--- src/rtl/tbs_pkg.sv ---
// Shared types, widths and register codes of the tile blit span generator
package tbs_pkg;

    localparam int IDX_W     = 12;
    localparam int SIDE_W    = 7;
    localparam int COLS_W    = 9;
    localparam int PITCH_W   = 13;
    localparam int TGT_W     = 12;
    localparam int SRC_W     = 32;
    localparam int DST_W     = 22;
    localparam int PART_W    = IDX_W + SIDE_W;
    localparam int DY_W      = 2 * TGT_W;
    localparam int SPAN_CAP  = 64;

    localparam int DEF_MAX_TILE_SIDE = 64;
    localparam int DEF_COORD_BITS    = 12;

    localparam int CFG_IDX_W  = 3;
    localparam int CFG_DATA_W = 13;

    // Register indexes
    localparam logic [CFG_IDX_W-1:0] REG_TILE_WIDTH      = 3'd0;
    localparam logic [CFG_IDX_W-1:0] REG_TILE_HEIGHT     = 3'd1;
    localparam logic [CFG_IDX_W-1:0] REG_TILESET_COLUMNS = 3'd2;
    localparam logic [CFG_IDX_W-1:0] REG_SOURCE_PITCH    = 3'd3;
    localparam logic [CFG_IDX_W-1:0] REG_TARGET_WIDTH    = 3'd4;
    localparam logic [CFG_IDX_W-1:0] REG_TARGET_HEIGHT   = 3'd5;

    // Register reset values
    localparam logic [SIDE_W-1:0]  RST_TILE_WIDTH      = 7'd16;
    localparam logic [SIDE_W-1:0]  RST_TILE_HEIGHT     = 7'd16;
    localparam logic [COLS_W-1:0]  RST_TILESET_COLUMNS = 9'd16;
    localparam logic [PITCH_W-1:0] RST_SOURCE_PITCH    = 13'd256;
    localparam logic [TGT_W-1:0]   RST_TARGET_WIDTH    = 12'd320;
    localparam logic [TGT_W-1:0]   RST_TARGET_HEIGHT   = 12'd240;

    typedef struct packed {
        logic [SIDE_W-1:0]  tile_width;
        logic [SIDE_W-1:0]  tile_height;
        logic [COLS_W-1:0]  tileset_columns;
        logic [PITCH_W-1:0] source_pitch;
        logic [TGT_W-1:0]   target_width;
        logic [TGT_W-1:0]   target_height;
    } cfg_t;

    typedef struct packed {
        logic load_in;
        logic check;
        logic div_step;
        logic mul1;
        logic mul2;
        logic load_span;
    } dp_cmd_t;

    typedef struct packed {
        logic skip;
        logic last_row;
        logic out_free;
    } dp_status_t;

endpackage

--- src/rtl/tbs_ifs.sv ---
// Channel interfaces: tile requests, span results and register writes
interface tbs_tile_if #(
    parameter int COORD_BITS = tbs_pkg::DEF_COORD_BITS
);
    logic                          valid;
    logic                          ready;
    logic [tbs_pkg::IDX_W-1:0]     tile_index;
    logic signed [COORD_BITS-1:0]  x_pos;
    logic signed [COORD_BITS-1:0]  y_pos;

    modport source (output valid, tile_index, x_pos, y_pos, input ready);
    modport sink (input valid, tile_index, x_pos, y_pos, output ready);
endinterface

interface tbs_span_if;
    logic                        valid;
    logic                        ready;
    logic [tbs_pkg::SRC_W-1:0]   src_addr;
    logic [tbs_pkg::DST_W-1:0]   dest_addr;
    logic [tbs_pkg::SIDE_W-1:0]  span_width;
    logic                        last_span;

    modport source (output valid, src_addr, dest_addr, span_width, last_span, input ready);
    modport sink (input valid, src_addr, dest_addr, span_width, last_span, output ready);
endinterface

interface tbs_cfg_if;
    logic                            valid;
    logic                            ready;
    logic [tbs_pkg::CFG_IDX_W-1:0]   index;
    logic [tbs_pkg::CFG_DATA_W-1:0]  data;

    modport source (output valid, index, data, input ready);
    modport sink (input valid, index, data, output ready);
endinterface

--- src/rtl/tbs_cfg_regs.sv ---
// Configuration register file of the tile blit span generator
module tbs_cfg_regs (
    input  logic                            clk,
    input  logic                            rst_n,
    input  logic                            wr_en,
    input  logic [tbs_pkg::CFG_IDX_W-1:0]   wr_index,
    input  logic [tbs_pkg::CFG_DATA_W-1:0]  wr_data,
    output tbs_pkg::cfg_t                   cfg
);

    tbs_pkg::cfg_t cfg_reg;
    tbs_pkg::cfg_t cfg_next;

    // Update the addressed register, ignore unknown indexes
    always_comb
    begin
        cfg_next = cfg_reg;
        if (wr_en)
        begin
            case (wr_index)
                tbs_pkg::REG_TILE_WIDTH:
                    cfg_next.tile_width = wr_data[tbs_pkg::SIDE_W-1:0];
                tbs_pkg::REG_TILE_HEIGHT:
                    cfg_next.tile_height = wr_data[tbs_pkg::SIDE_W-1:0];
                tbs_pkg::REG_TILESET_COLUMNS:
                    cfg_next.tileset_columns = wr_data[tbs_pkg::COLS_W-1:0];
                tbs_pkg::REG_SOURCE_PITCH:
                    cfg_next.source_pitch = wr_data[tbs_pkg::PITCH_W-1:0];
                tbs_pkg::REG_TARGET_WIDTH:
                    cfg_next.target_width = wr_data[tbs_pkg::TGT_W-1:0];
                tbs_pkg::REG_TARGET_HEIGHT:
                    cfg_next.target_height = wr_data[tbs_pkg::TGT_W-1:0];
                default:
                    cfg_next = cfg_reg;
            endcase
        end
    end

    always_ff @(posedge clk or negedge rst_n)
    begin
        if (!rst_n)
        begin
            cfg_reg.tile_width      <= tbs_pkg::RST_TILE_WIDTH;
            cfg_reg.tile_height     <= tbs_pkg::RST_TILE_HEIGHT;
            cfg_reg.tileset_columns <= tbs_pkg::RST_TILESET_COLUMNS;
            cfg_reg.source_pitch    <= tbs_pkg::RST_SOURCE_PITCH;
            cfg_reg.target_width    <= tbs_pkg::RST_TARGET_WIDTH;
            cfg_reg.target_height   <= tbs_pkg::RST_TARGET_HEIGHT;
        end
        else
        begin
            cfg_reg <= cfg_next;
        end
    end

    assign cfg = cfg_reg;

endmodule

--- src/rtl/tbs_ctrl.sv ---
// Sequencer of the span generator: check, divide, multiply, emit
module tbs_ctrl (
    input  logic                 clk,
    input  logic                 rst_n,
    input  logic                 in_valid,
    output logic                 in_ready,
    input  tbs_pkg::dp_status_t  status,
    output tbs_pkg::dp_cmd_t     cmd
);

    localparam logic [2:0] S_IDLE  = 3'd0;
    localparam logic [2:0] S_CHECK = 3'd1;
    localparam logic [2:0] S_DIV   = 3'd2;
    localparam logic [2:0] S_MUL1  = 3'd3;
    localparam logic [2:0] S_MUL2  = 3'd4;
    localparam logic [2:0] S_EMIT  = 3'd5;

    localparam int CNT_W = $clog2(tbs_pkg::IDX_W);
    localparam logic [CNT_W-1:0] CNT_LAST = CNT_W'(tbs_pkg::IDX_W - 1);

    logic [2:0]       state_reg;
    logic [2:0]       state_next;
    logic [CNT_W-1:0] div_cnt_reg;
    logic [CNT_W-1:0] div_cnt_next;

    // Next state and datapath commands
    always_comb
    begin
        state_next   = state_reg;
        div_cnt_next = div_cnt_reg;
        cmd          = '0;
        in_ready     = 1'b0;
        case (state_reg)
            S_IDLE:
            begin
                in_ready = 1'b1;
                if (in_valid)
                begin
                    cmd.load_in = 1'b1;
                    state_next  = S_CHECK;
                end
            end
            S_CHECK:
            begin
                cmd.check    = 1'b1;
                div_cnt_next = '0;
                state_next   = S_DIV;
            end
            S_DIV:
            begin
                // Drop rejected or fully clipped tiles
                if (status.skip)
                begin
                    state_next = S_IDLE;
                end
                else
                begin
                    cmd.div_step = 1'b1;
                    if (div_cnt_reg == CNT_LAST)
                    begin
                        state_next = S_MUL1;
                    end
                    else
                    begin
                        div_cnt_next = div_cnt_reg + 1'b1;
                    end
                end
            end
            S_MUL1:
            begin
                cmd.mul1   = 1'b1;
                state_next = S_MUL2;
            end
            S_MUL2:
            begin
                cmd.mul2   = 1'b1;
                state_next = S_EMIT;
            end
            S_EMIT:
            begin
                // Advance one row whenever the result register frees up
                if (status.out_free)
                begin
                    cmd.load_span = 1'b1;
                    if (status.last_row)
                    begin
                        state_next = S_IDLE;
                    end
                end
            end
            default:
            begin
                state_next = S_IDLE;
            end
        endcase
    end

    always_ff @(posedge clk or negedge rst_n)
    begin
        if (!rst_n)
        begin
            state_reg   <= S_IDLE;
            div_cnt_reg <= '0;
        end
        else
        begin
            state_reg   <= state_next;
            div_cnt_reg <= div_cnt_next;
        end
    end

endmodule

--- src/rtl/tbs_dpath.sv ---
// Datapath: clip check, serial divider, address multipliers, row stepping
module tbs_dpath #(
    parameter int MAX_TILE_SIDE = tbs_pkg::DEF_MAX_TILE_SIDE,
    parameter int COORD_BITS    = tbs_pkg::DEF_COORD_BITS
) (
    input  logic                           clk,
    input  logic                           rst_n,
    input  tbs_pkg::cfg_t                  cfg,
    input  logic [tbs_pkg::IDX_W-1:0]      tile_index,
    input  logic signed [COORD_BITS-1:0]   x_pos,
    input  logic signed [COORD_BITS-1:0]   y_pos,
    input  tbs_pkg::dp_cmd_t               cmd,
    output tbs_pkg::dp_status_t            status,
    input  logic                           out_ready,
    output logic                           out_valid,
    output logic [tbs_pkg::SRC_W-1:0]      src_addr,
    output logic [tbs_pkg::DST_W-1:0]      dest_addr,
    output logic [tbs_pkg::SIDE_W-1:0]     span_width,
    output logic                           last_span
);

    localparam int SIDE_W  = tbs_pkg::SIDE_W;
    localparam int IDX_W   = tbs_pkg::IDX_W;
    localparam int TGT_W   = tbs_pkg::TGT_W;
    localparam int PART_W  = tbs_pkg::PART_W;
    localparam int DY_W    = tbs_pkg::DY_W;
    localparam int SRC_W   = tbs_pkg::SRC_W;
    localparam int DST_W   = tbs_pkg::DST_W;
    localparam int SIDE_LIM = (MAX_TILE_SIDE < tbs_pkg::SPAN_CAP) ? MAX_TILE_SIDE
                                                                  : tbs_pkg::SPAN_CAP;
    // Working width for signed coordinate compares
    localparam int WB = ((COORD_BITS > TGT_W + 1) ? COORD_BITS : TGT_W + 1) + 2;

    // Saturated tile sides
    logic [SIDE_W-1:0] tw_eff;
    logic [SIDE_W-1:0] th_eff;

    assign tw_eff = (cfg.tile_width > SIDE_W'(SIDE_LIM)) ? SIDE_W'(SIDE_LIM) : cfg.tile_width;
    assign th_eff = (cfg.tile_height > SIDE_W'(SIDE_LIM)) ? SIDE_W'(SIDE_LIM)
                                                          : cfg.tile_height;

    // Captured request
    logic [IDX_W-1:0]             idx_reg;
    logic signed [COORD_BITS-1:0] x_reg;
    logic signed [COORD_BITS-1:0] y_reg;

    always_ff @(posedge clk)
    begin
        if (cmd.load_in)
        begin
            idx_reg <= tile_index;
            x_reg   <= x_pos;
            y_reg   <= y_pos;
        end
    end

    // Clip check on both axes
    logic signed [WB-1:0] xs, ys, twv, thv, gwv, ghv;
    logic signed [WB-1:0] x_end, x_hi, x_lo, x_span, x_neg;
    logic signed [WB-1:0] y_end, y_hi, y_lo, y_span, y_neg;
    logic                 reject, empty;

    always_comb
    begin
        xs  = $signed({{(WB-COORD_BITS){x_reg[COORD_BITS-1]}}, x_reg});
        ys  = $signed({{(WB-COORD_BITS){y_reg[COORD_BITS-1]}}, y_reg});
        twv = $signed({{(WB-SIDE_W){1'b0}}, tw_eff});
        thv = $signed({{(WB-SIDE_W){1'b0}}, th_eff});
        gwv = $signed({{(WB-TGT_W){1'b0}}, cfg.target_width});
        ghv = $signed({{(WB-TGT_W){1'b0}}, cfg.target_height});

        reject = (xs < -twv) || (xs > gwv + twv) || (ys < -thv) || (ys > ghv + thv);

        x_end  = xs + twv;
        x_hi   = (x_end > gwv) ? gwv : x_end;
        x_lo   = xs[WB-1] ? '0 : xs;
        x_span = x_hi - x_lo;
        x_neg  = -xs;

        y_end  = ys + thv;
        y_hi   = (y_end > ghv) ? ghv : y_end;
        y_lo   = ys[WB-1] ? '0 : ys;
        y_span = y_hi - y_lo;
        y_neg  = -ys;

        empty = x_span[WB-1] || (x_span == '0) || y_span[WB-1] || (y_span == '0);
    end

    logic              skip_reg;
    logic [TGT_W-1:0]  x_lo_reg;
    logic [TGT_W-1:0]  y_lo_reg;
    logic [SIDE_W-1:0] clip_left_reg;
    logic [SIDE_W-1:0] clip_top_reg;
    logic [SIDE_W-1:0] width_reg;

    always_ff @(posedge clk or negedge rst_n)
    begin
        if (!rst_n)
        begin
            skip_reg <= 1'b0;
        end
        else if (cmd.check)
        begin
            skip_reg <= reject || empty;
        end
    end

    always_ff @(posedge clk)
    begin
        if (cmd.check)
        begin
            x_lo_reg      <= x_lo[TGT_W-1:0];
            y_lo_reg      <= y_lo[TGT_W-1:0];
            clip_left_reg <= xs[WB-1] ? x_neg[SIDE_W-1:0] : '0;
            clip_top_reg  <= ys[WB-1] ? y_neg[SIDE_W-1:0] : '0;
            width_reg     <= x_span[SIDE_W-1:0];
        end
    end

    // Restoring divider, one quotient bit per step
    logic [IDX_W-1:0] rem_reg;
    logic [IDX_W-1:0] quo_reg;
    logic [IDX_W:0]   trial;
    logic [IDX_W:0]   divisor;
    logic             fits;
    logic [IDX_W:0]   trial_diff;

    assign trial      = {rem_reg, quo_reg[IDX_W-1]};
    assign divisor    = {{(IDX_W+1-tbs_pkg::COLS_W){1'b0}}, cfg.tileset_columns};
    assign fits       = (trial >= divisor);
    assign trial_diff = trial - divisor;

    always_ff @(posedge clk)
    begin
        if (cmd.check)
        begin
            rem_reg <= '0;
            quo_reg <= idx_reg;
        end
        else if (cmd.div_step)
        begin
            rem_reg <= fits ? trial_diff[IDX_W-1:0] : trial[IDX_W-1:0];
            quo_reg <= {quo_reg[IDX_W-2:0], fits};
        end
    end

    // First multiply stage: tile row, tile column, destination row
    logic [PART_W-1:0] row_prod;
    logic [PART_W-1:0] col_prod;
    logic [DY_W-1:0]   dy_prod;
    logic [PART_W-1:0] row_part_reg;
    logic [PART_W-1:0] col_part_reg;
    logic [DY_W-1:0]   dy_reg;

    assign row_prod = PART_W'(quo_reg) * PART_W'(th_eff);
    assign col_prod = PART_W'(rem_reg) * PART_W'(tw_eff);
    assign dy_prod  = DY_W'(y_lo_reg) * DY_W'(cfg.target_width);

    always_ff @(posedge clk)
    begin
        if (cmd.mul1)
        begin
            row_part_reg <= row_prod + PART_W'(clip_top_reg);
            col_part_reg <= col_prod + PART_W'(clip_left_reg);
            dy_reg       <= dy_prod;
        end
    end

    // Second multiply stage and row stepping
    logic [SRC_W-1:0]  src_prod;
    logic [DY_W-1:0]   dst_sum;
    logic [SRC_W-1:0]  src_row_reg;
    logic [DST_W-1:0]  dest_row_reg;
    logic [SIDE_W-1:0] rows_left_reg;

    assign src_prod = SRC_W'(row_part_reg) * SRC_W'(cfg.source_pitch);
    assign dst_sum  = dy_reg + DY_W'(x_lo_reg);

    always_ff @(posedge clk or negedge rst_n)
    begin
        if (!rst_n)
        begin
            rows_left_reg <= '0;
        end
        else if (cmd.check)
        begin
            rows_left_reg <= y_span[SIDE_W-1:0];
        end
        else if (cmd.load_span)
        begin
            rows_left_reg <= rows_left_reg - 1'b1;
        end
    end

    always_ff @(posedge clk)
    begin
        if (cmd.mul2)
        begin
            src_row_reg  <= src_prod + SRC_W'(col_part_reg);
            dest_row_reg <= dst_sum[DST_W-1:0];
        end
        else if (cmd.load_span)
        begin
            src_row_reg  <= src_row_reg + SRC_W'(cfg.source_pitch);
            dest_row_reg <= dest_row_reg + DST_W'(cfg.target_width);
        end
    end

    // Result register: hold while stalled, reload when taken
    logic              out_valid_reg;
    logic [SRC_W-1:0]  out_src_reg;
    logic [DST_W-1:0]  out_dest_reg;
    logic [SIDE_W-1:0] out_width_reg;
    logic              out_last_reg;

    always_ff @(posedge clk or negedge rst_n)
    begin
        if (!rst_n)
        begin
            out_valid_reg <= 1'b0;
        end
        else if (cmd.load_span)
        begin
            out_valid_reg <= 1'b1;
        end
        else if (out_ready)
        begin
            out_valid_reg <= 1'b0;
        end
    end

    always_ff @(posedge clk)
    begin
        if (cmd.load_span)
        begin
            out_src_reg   <= src_row_reg;
            out_dest_reg  <= dest_row_reg;
            out_width_reg <= width_reg;
            out_last_reg  <= (rows_left_reg == SIDE_W'(1));
        end
    end

    assign status.skip     = skip_reg;
    assign status.last_row = (rows_left_reg == SIDE_W'(1));
    assign status.out_free = !out_valid_reg || out_ready;

    assign out_valid  = out_valid_reg;
    assign src_addr   = out_src_reg;
    assign dest_addr  = out_dest_reg;
    assign span_width = out_width_reg;
    assign last_span  = out_last_reg;

endmodule

--- src/rtl/tile_blit_span_generator.sv ---
// Top level of the clipped tile blit span generator
//
// Channels: tile_in takes one tile draw request (tile index, signed x and
// y position); span_out gives one span per visible tile row (source offset,
// destination offset, width, last flag); cfg writes the six registers by
// index; the user must write them only while the block is idle, which the
// block itself does not enforce. All three channels use valid/ready, a
// transfer at a rising edge with both high.
// Sequence: a request is accepted only in idle. A clip check comes first,
// then the bit-serial divider that splits the tile index by the tileset
// column count, then the first and second multiply stages; the first span
// is then registered and further spans follow one per cycle while the
// receiver takes them. A rejected or fully clipped tile ends after the clip
// check and gives no span. The block takes one request at a time.
// Reset: rst_n clears the sequencer and the result valid and loads the
// register defaults. A stalled receiver holds the current span in the
// result register and freezes row stepping until it is taken.
module tile_blit_span_generator #(
    parameter int MAX_TILE_SIDE = tbs_pkg::DEF_MAX_TILE_SIDE,
    parameter int COORD_BITS    = tbs_pkg::DEF_COORD_BITS
) (
    input  logic        clk,
    input  logic        rst_n,
    tbs_cfg_if.sink     cfg,
    tbs_tile_if.sink    tile_in,
    tbs_span_if.source  span_out
);

    tbs_pkg::cfg_t       cfg_val;
    tbs_pkg::dp_cmd_t    cmd;
    tbs_pkg::dp_status_t status;
    logic                in_ready;

    // Registers are written only while idle by user rule, unchecked here, so always take the write
    assign cfg.ready     = 1'b1;
    assign tile_in.ready = in_ready;

    tbs_cfg_regs u_tbs_cfg_regs (
        .clk      (clk),
        .rst_n    (rst_n),
        .wr_en    (cfg.valid),
        .wr_index (cfg.index),
        .wr_data  (cfg.data),
        .cfg      (cfg_val)
    );

    tbs_ctrl u_tbs_ctrl (
        .clk      (clk),
        .rst_n    (rst_n),
        .in_valid (tile_in.valid),
        .in_ready (in_ready),
        .status   (status),
        .cmd      (cmd)
    );

    tbs_dpath #(
        .MAX_TILE_SIDE (MAX_TILE_SIDE),
        .COORD_BITS    (COORD_BITS)
    ) u_tbs_dpath (
        .clk        (clk),
        .rst_n      (rst_n),
        .cfg        (cfg_val),
        .tile_index (tile_in.tile_index),
        .x_pos      (tile_in.x_pos),
        .y_pos      (tile_in.y_pos),
        .cmd        (cmd),
        .status     (status),
        .out_ready  (span_out.ready),
        .out_valid  (span_out.valid),
        .src_addr   (span_out.src_addr),
        .dest_addr  (span_out.dest_addr),
        .span_width (span_out.span_width),
        .last_span  (span_out.last_span)
    );

endmodule

--- src/flat_wrapper.sv ---
// flat-port wrapper written by rule: the top's interface ports become plain ports
module tile_blit_span_generator_flat 
#(
    parameter int MAX_TILE_SIDE = tbs_pkg::DEF_MAX_TILE_SIDE,
    parameter int COORD_BITS    = tbs_pkg::DEF_COORD_BITS
)
  (clk, rst_n, cfg_valid, cfg_index, cfg_data, cfg_ready, tile_in_valid, tile_in_tile_index, tile_in_x_pos, tile_in_y_pos, tile_in_ready, span_out_valid, span_out_src_addr, span_out_dest_addr, span_out_span_width, span_out_last_span, span_out_ready);
  tbs_cfg_if cfg_i ();
  tbs_tile_if #(.COORD_BITS(COORD_BITS)) tile_in_i ();
  tbs_span_if span_out_i ();
  input  logic clk;
  input  logic rst_n;
  input wire logic [$bits(cfg_i.valid)-1:0] cfg_valid;
  input wire logic [$bits(cfg_i.index)-1:0] cfg_index;
  input wire logic [$bits(cfg_i.data)-1:0] cfg_data;
  output wire logic [$bits(cfg_i.ready)-1:0] cfg_ready;
  input wire logic [$bits(tile_in_i.valid)-1:0] tile_in_valid;
  input wire logic [$bits(tile_in_i.tile_index)-1:0] tile_in_tile_index;
  input wire logic [$bits(tile_in_i.x_pos)-1:0] tile_in_x_pos;
  input wire logic [$bits(tile_in_i.y_pos)-1:0] tile_in_y_pos;
  output wire logic [$bits(tile_in_i.ready)-1:0] tile_in_ready;
  output wire logic [$bits(span_out_i.valid)-1:0] span_out_valid;
  output wire logic [$bits(span_out_i.src_addr)-1:0] span_out_src_addr;
  output wire logic [$bits(span_out_i.dest_addr)-1:0] span_out_dest_addr;
  output wire logic [$bits(span_out_i.span_width)-1:0] span_out_span_width;
  output wire logic [$bits(span_out_i.last_span)-1:0] span_out_last_span;
  input wire logic [$bits(span_out_i.ready)-1:0] span_out_ready;
  assign cfg_i.valid = cfg_valid;
  assign cfg_i.index = cfg_index;
  assign cfg_i.data = cfg_data;
  assign cfg_ready = cfg_i.ready;
  assign tile_in_i.valid = tile_in_valid;
  assign tile_in_i.tile_index = tile_in_tile_index;
  assign tile_in_i.x_pos = tile_in_x_pos;
  assign tile_in_i.y_pos = tile_in_y_pos;
  assign tile_in_ready = tile_in_i.ready;
  assign span_out_valid = span_out_i.valid;
  assign span_out_src_addr = span_out_i.src_addr;
  assign span_out_dest_addr = span_out_i.dest_addr;
  assign span_out_span_width = span_out_i.span_width;
  assign span_out_last_span = span_out_i.last_span;
  assign span_out_i.ready = span_out_ready;
  tile_blit_span_generator #(.MAX_TILE_SIDE(MAX_TILE_SIDE), .COORD_BITS(COORD_BITS)) u_core (.clk(clk), .rst_n(rst_n), .cfg(cfg_i), .tile_in(tile_in_i), .span_out(span_out_i));
endmodule
--- config.mk ---
export PLATFORM = sky130hd
export DESIGN_NAME = tile_blit_span_generator_flat
export DESIGN_NICKNAME = d
export VERILOG_FILES = /design/src/rtl/tbs_pkg.sv /design/src/rtl/tbs_ifs.sv /design/src/rtl/tbs_cfg_regs.sv /design/src/rtl/tbs_ctrl.sv /design/src/rtl/tbs_dpath.sv /design/src/rtl/tile_blit_span_generator.sv /design/src/flat_wrapper.sv
export SDC_FILE = /design/constraint.sdc
export NUM_CORES = 2
export LEC_CHECK = 0
export ABC_AREA = 0
export BUFFER_PORTS_ARGS = -buffer_cell sky130_fd_sc_hd__buf_4
export CAP_MARGIN = 20
export CORE_MARGIN = 10
export CORE_UTILIZATION = 50
export DETAILED_ROUTE_END_ITERATION = 16
export PLACE_DENSITY_LB_ADDON = 0.08
export SLEW_MARGIN = 10
export SYNTH_ARGS = -nofsm -noshare
export SYNTH_HDL_FRONTEND = slang
export SYNTH_SLANG_ARGS = --single-unit
--- constraint.sdc ---
create_clock -name clk -period 9.2 [get_ports clk]
set_input_delay 1.84 -clock clk [delete_from_list [all_inputs] [get_ports clk]]
set_output_delay 1.84 -clock clk [all_outputs]
set_load 0.1 [all_outputs]
==> impl_metrics.yaml <==
clock_network:
  clockRootBuffer: "clkbuf_16"
  hold_buffers: 0
  clock-sinks: 355
  h-tree-depth: 2
  worstSkewPairLatency_ps: 590
  cts_buffers: 43
  cts_setup_buffers: 0
  clockBufferDepth: 3
  cts-resized-gates: 0
  path_clk_slew_ps: 60
  cts_tree: "built"
hold_path:
  min_path_type: "reg2reg"
logic_synthesis:
  mappedNetlistArea_mm2: 0.0383
  yosysSeqAreaShare: 0.265
  yosys_warnings: 0
  synth_fa_ha_area_frac: 0.354
  postSynthRegisterBits: 355
  yosys.area.top_type_share: 0.216
  syn_area_per_cell_um2: 9.69
  synth_cell_types: 77
  syn_nets: 4849
  synthArstFlopShare: 0.214
  synth_top_family_by_area: "adder cells"
  synth_mux_area_frac: 0.0192
  yosys.area_share.simple: 0.156
  synth_compound_area_frac: 0.0913
  yosys-top-cells-area: "fa_1, edfxtp_1, ha_1"
  postSynthCellCount: 3955
  synth-xor-area-share: 0.0459
  synthFlopType: "edfxtp_1"
  synth_top_cell_by_area: "fa_1"
  synth_edf_count: 267
sta:
  hold_viol_final: 0
  relSlewSlack: 0.324
  drv_slew: 0
  whs_ps: 414
  fmax_ghz: 0.138
  rsz0062_at_grt: "no"
  setup-violations-final: 0
  skew_ps: 26.6
  period_share: 0.787
  setup_tns_ps: 0
  worstMarginPinSlew_ps: 1010
  period_minus_slack_ps: 7240
status:
  status: "finished, final reports clean"
final_layout:
  fill_cells: 6912
  drive_gt1_frac: 0.0748
  multi_input_area_mm2: 0.0256
  stdcell_count: 5081
  syn_to_final_growth_pct: 8.72
  largest_register_ffs: 60
  nNetsFinal: 4910
  ff_latch_area_mm2: 0.0102
die:
  coreArea_mm2: 0.0759
  fp.dieW_um: 297
  die_y_um: 297
  ios: 122
  rows: 101
  die_area_mm2: 0.0881
  initial_utilization: 0.505
drt:
  firstDrtPassIters: 5
  antenna_left: 0
  drt_iter0_markers: 1623
  drcViolationCount: 0
  viasPerCell: 5.43
  dr_total_vias: 27609
  wl_um: 98400
  wire_per_inst_um: 19.4
global_route:
  gr-total-overflow: 0
  antenna_found_initial: 3
  grt_use_total: 0.222
  grt_pass1_vias: 28294
  grt_pass1_wl_um: 157000
  grt_max_degree: 68
worst_setup_path:
  cp-start-kind: "flip-flop"
  cp_max_fo: 24
  cp-end-kind: "flip-flop"
  slowest_delay_ps: 700
  critPathRequiredTime_ps: 9690
  crit_path_top_delay_cell: "dfrtp_1"
  cp_common_cell: "ha_1"
  crit_type: "reg2reg"
  worstPathArrival_ps: 7730
run:
  maxCapViolCount: 0
placed_design:
  hpwl_um: 76900
  port_buffers: 120
  dp_cells: 5001
  globalplace.congestion: 0.914
## cells in the final DEF (no fill, tap or decap), types with 58 or more instances in the layout
cell,n
nor3_1,59
nor2_1,156
nand2_1,540
buf_4,150
ha_1,424
nand3_1,58
and2_1,224
inv_1,551
edfxtp_1,267
a21oi_1,159
fa_1,413
dfrtp_1,66
xnor2_1,121
xor2_1,80
o21ai_0,149
## synthesized netlist by cell type, types with 41 or more instances
cell / number
fa_1: 413
nand2_1: 541
ha_1: 424
nor3_1: 59
a21oi_1: 159
nor2b_1: 54
nor2_1: 157
o21a_1: 41
and2_1: 225
xor2_1: 80
mux2_2: 52
o21ai_0: 149
inv_1: 552
dfrtp_1: 66
nand3_1: 58
xnor2_1: 121
clkbuf_1: 123
a21o_1: 47
edfxtp_1: 267
## per-stage QoR
| stage | setup WS, ps | util | area, um2 |
|---|---|---|---|
| after floorplan | 2520 | - | 38300 |
| after detailed placement | 2080 | 0.530 | 40300 |
| after global routing | 1330 | 0.549 | 41700 |
| after CTS | 2000 | 0.549 | 41700 |
| after global placement | 1990 | 0.530 | 40200 |
| final | 1960 | 0.549 | 41700 |
## area by class of cell
type / count / share of cell area
timing repair buffer: 150 / 0.0270
antenna: 2 / 0.000120
clock buffer: 51 / 0.0275
multi-input combinational: 2912 / 0.614
inverter: 554 / 0.0499
clock inverter: 27 / 0.00616
sequential: 355 / 0.244
tap: 1030 / 0.0309
## routing by layer
| layer | up-vias | part of all wire | track usage |
|---|---|---|---|
| met5 | - | 0.00011 | 0 |
| met4 | 2 | 0.021 | 0.0493 |
| met3 | 120 | 0.054 | 0.0338 |
| met2 | 668 | 0.46 | 0.359 |
| met1 | 13611 | 0.47 | 0.312 |
| li1 | 13208 | - | - |
## logic make-up (layout without fill, tap and decap cells)
group,Yosys count,count (layout)
simple gates,1248,1248
buf+inv,688,782
flops,355,355
fa+ha+maj,837,837
mux,67,67
xor+xnor,201,201
other cells,1,3
compound gates,558,558
## path summary, 6_finish.rpt
kind / start / end / slack [ps] / cells after the start
max: u_core.u_tbs_cfg_regs.cfg[59]$_DFFE_PN0P_ / u_core.u_tbs_dpath.skip_reg$_DFFE_PN0P_ / 1960 / 29
min: u_core.u_tbs_dpath.width_reg[6]$_DFFE_PP_ / u_core.u_tbs_dpath.span_width[6]$_DFFE_PP_ / 410 / 0
max reg2reg: u_core.u_tbs_cfg_regs.cfg[59]$_DFFE_PN0P_ / u_core.u_tbs_dpath.skip_reg$_DFFE_PN0P_ / 1960 / 29
min reg2reg: u_core.u_tbs_dpath.width_reg[6]$_DFFE_PP_ / u_core.u_tbs_dpath.span_width[6]$_DFFE_PP_ / 410 / 0
max in group asynchronous: rst_n / u_core.u_tbs_ctrl.state_reg[0]$_DFFE_PN0P_ / 6920 / 2
min in group asynchronous: rst_n / u_core.u_tbs_cfg_regs.cfg[42]$_DFFE_PN0P_ / 1160 / 1
## worst max-delay path, delay by kind of cell (launching register included)
kind,cells,cell delay [ps]
buffers and inverters,3,350
xor gates and xnor gates,2,310
and+or+nand+nor,9,2440
DFF,1,700
AOI/OAI and AO/OA,10,1820
adders and majority gates,5,1570
Power is not shown: default switching activity piles up to over one toggle a cycle in this logic, so the estimate is an artifact.
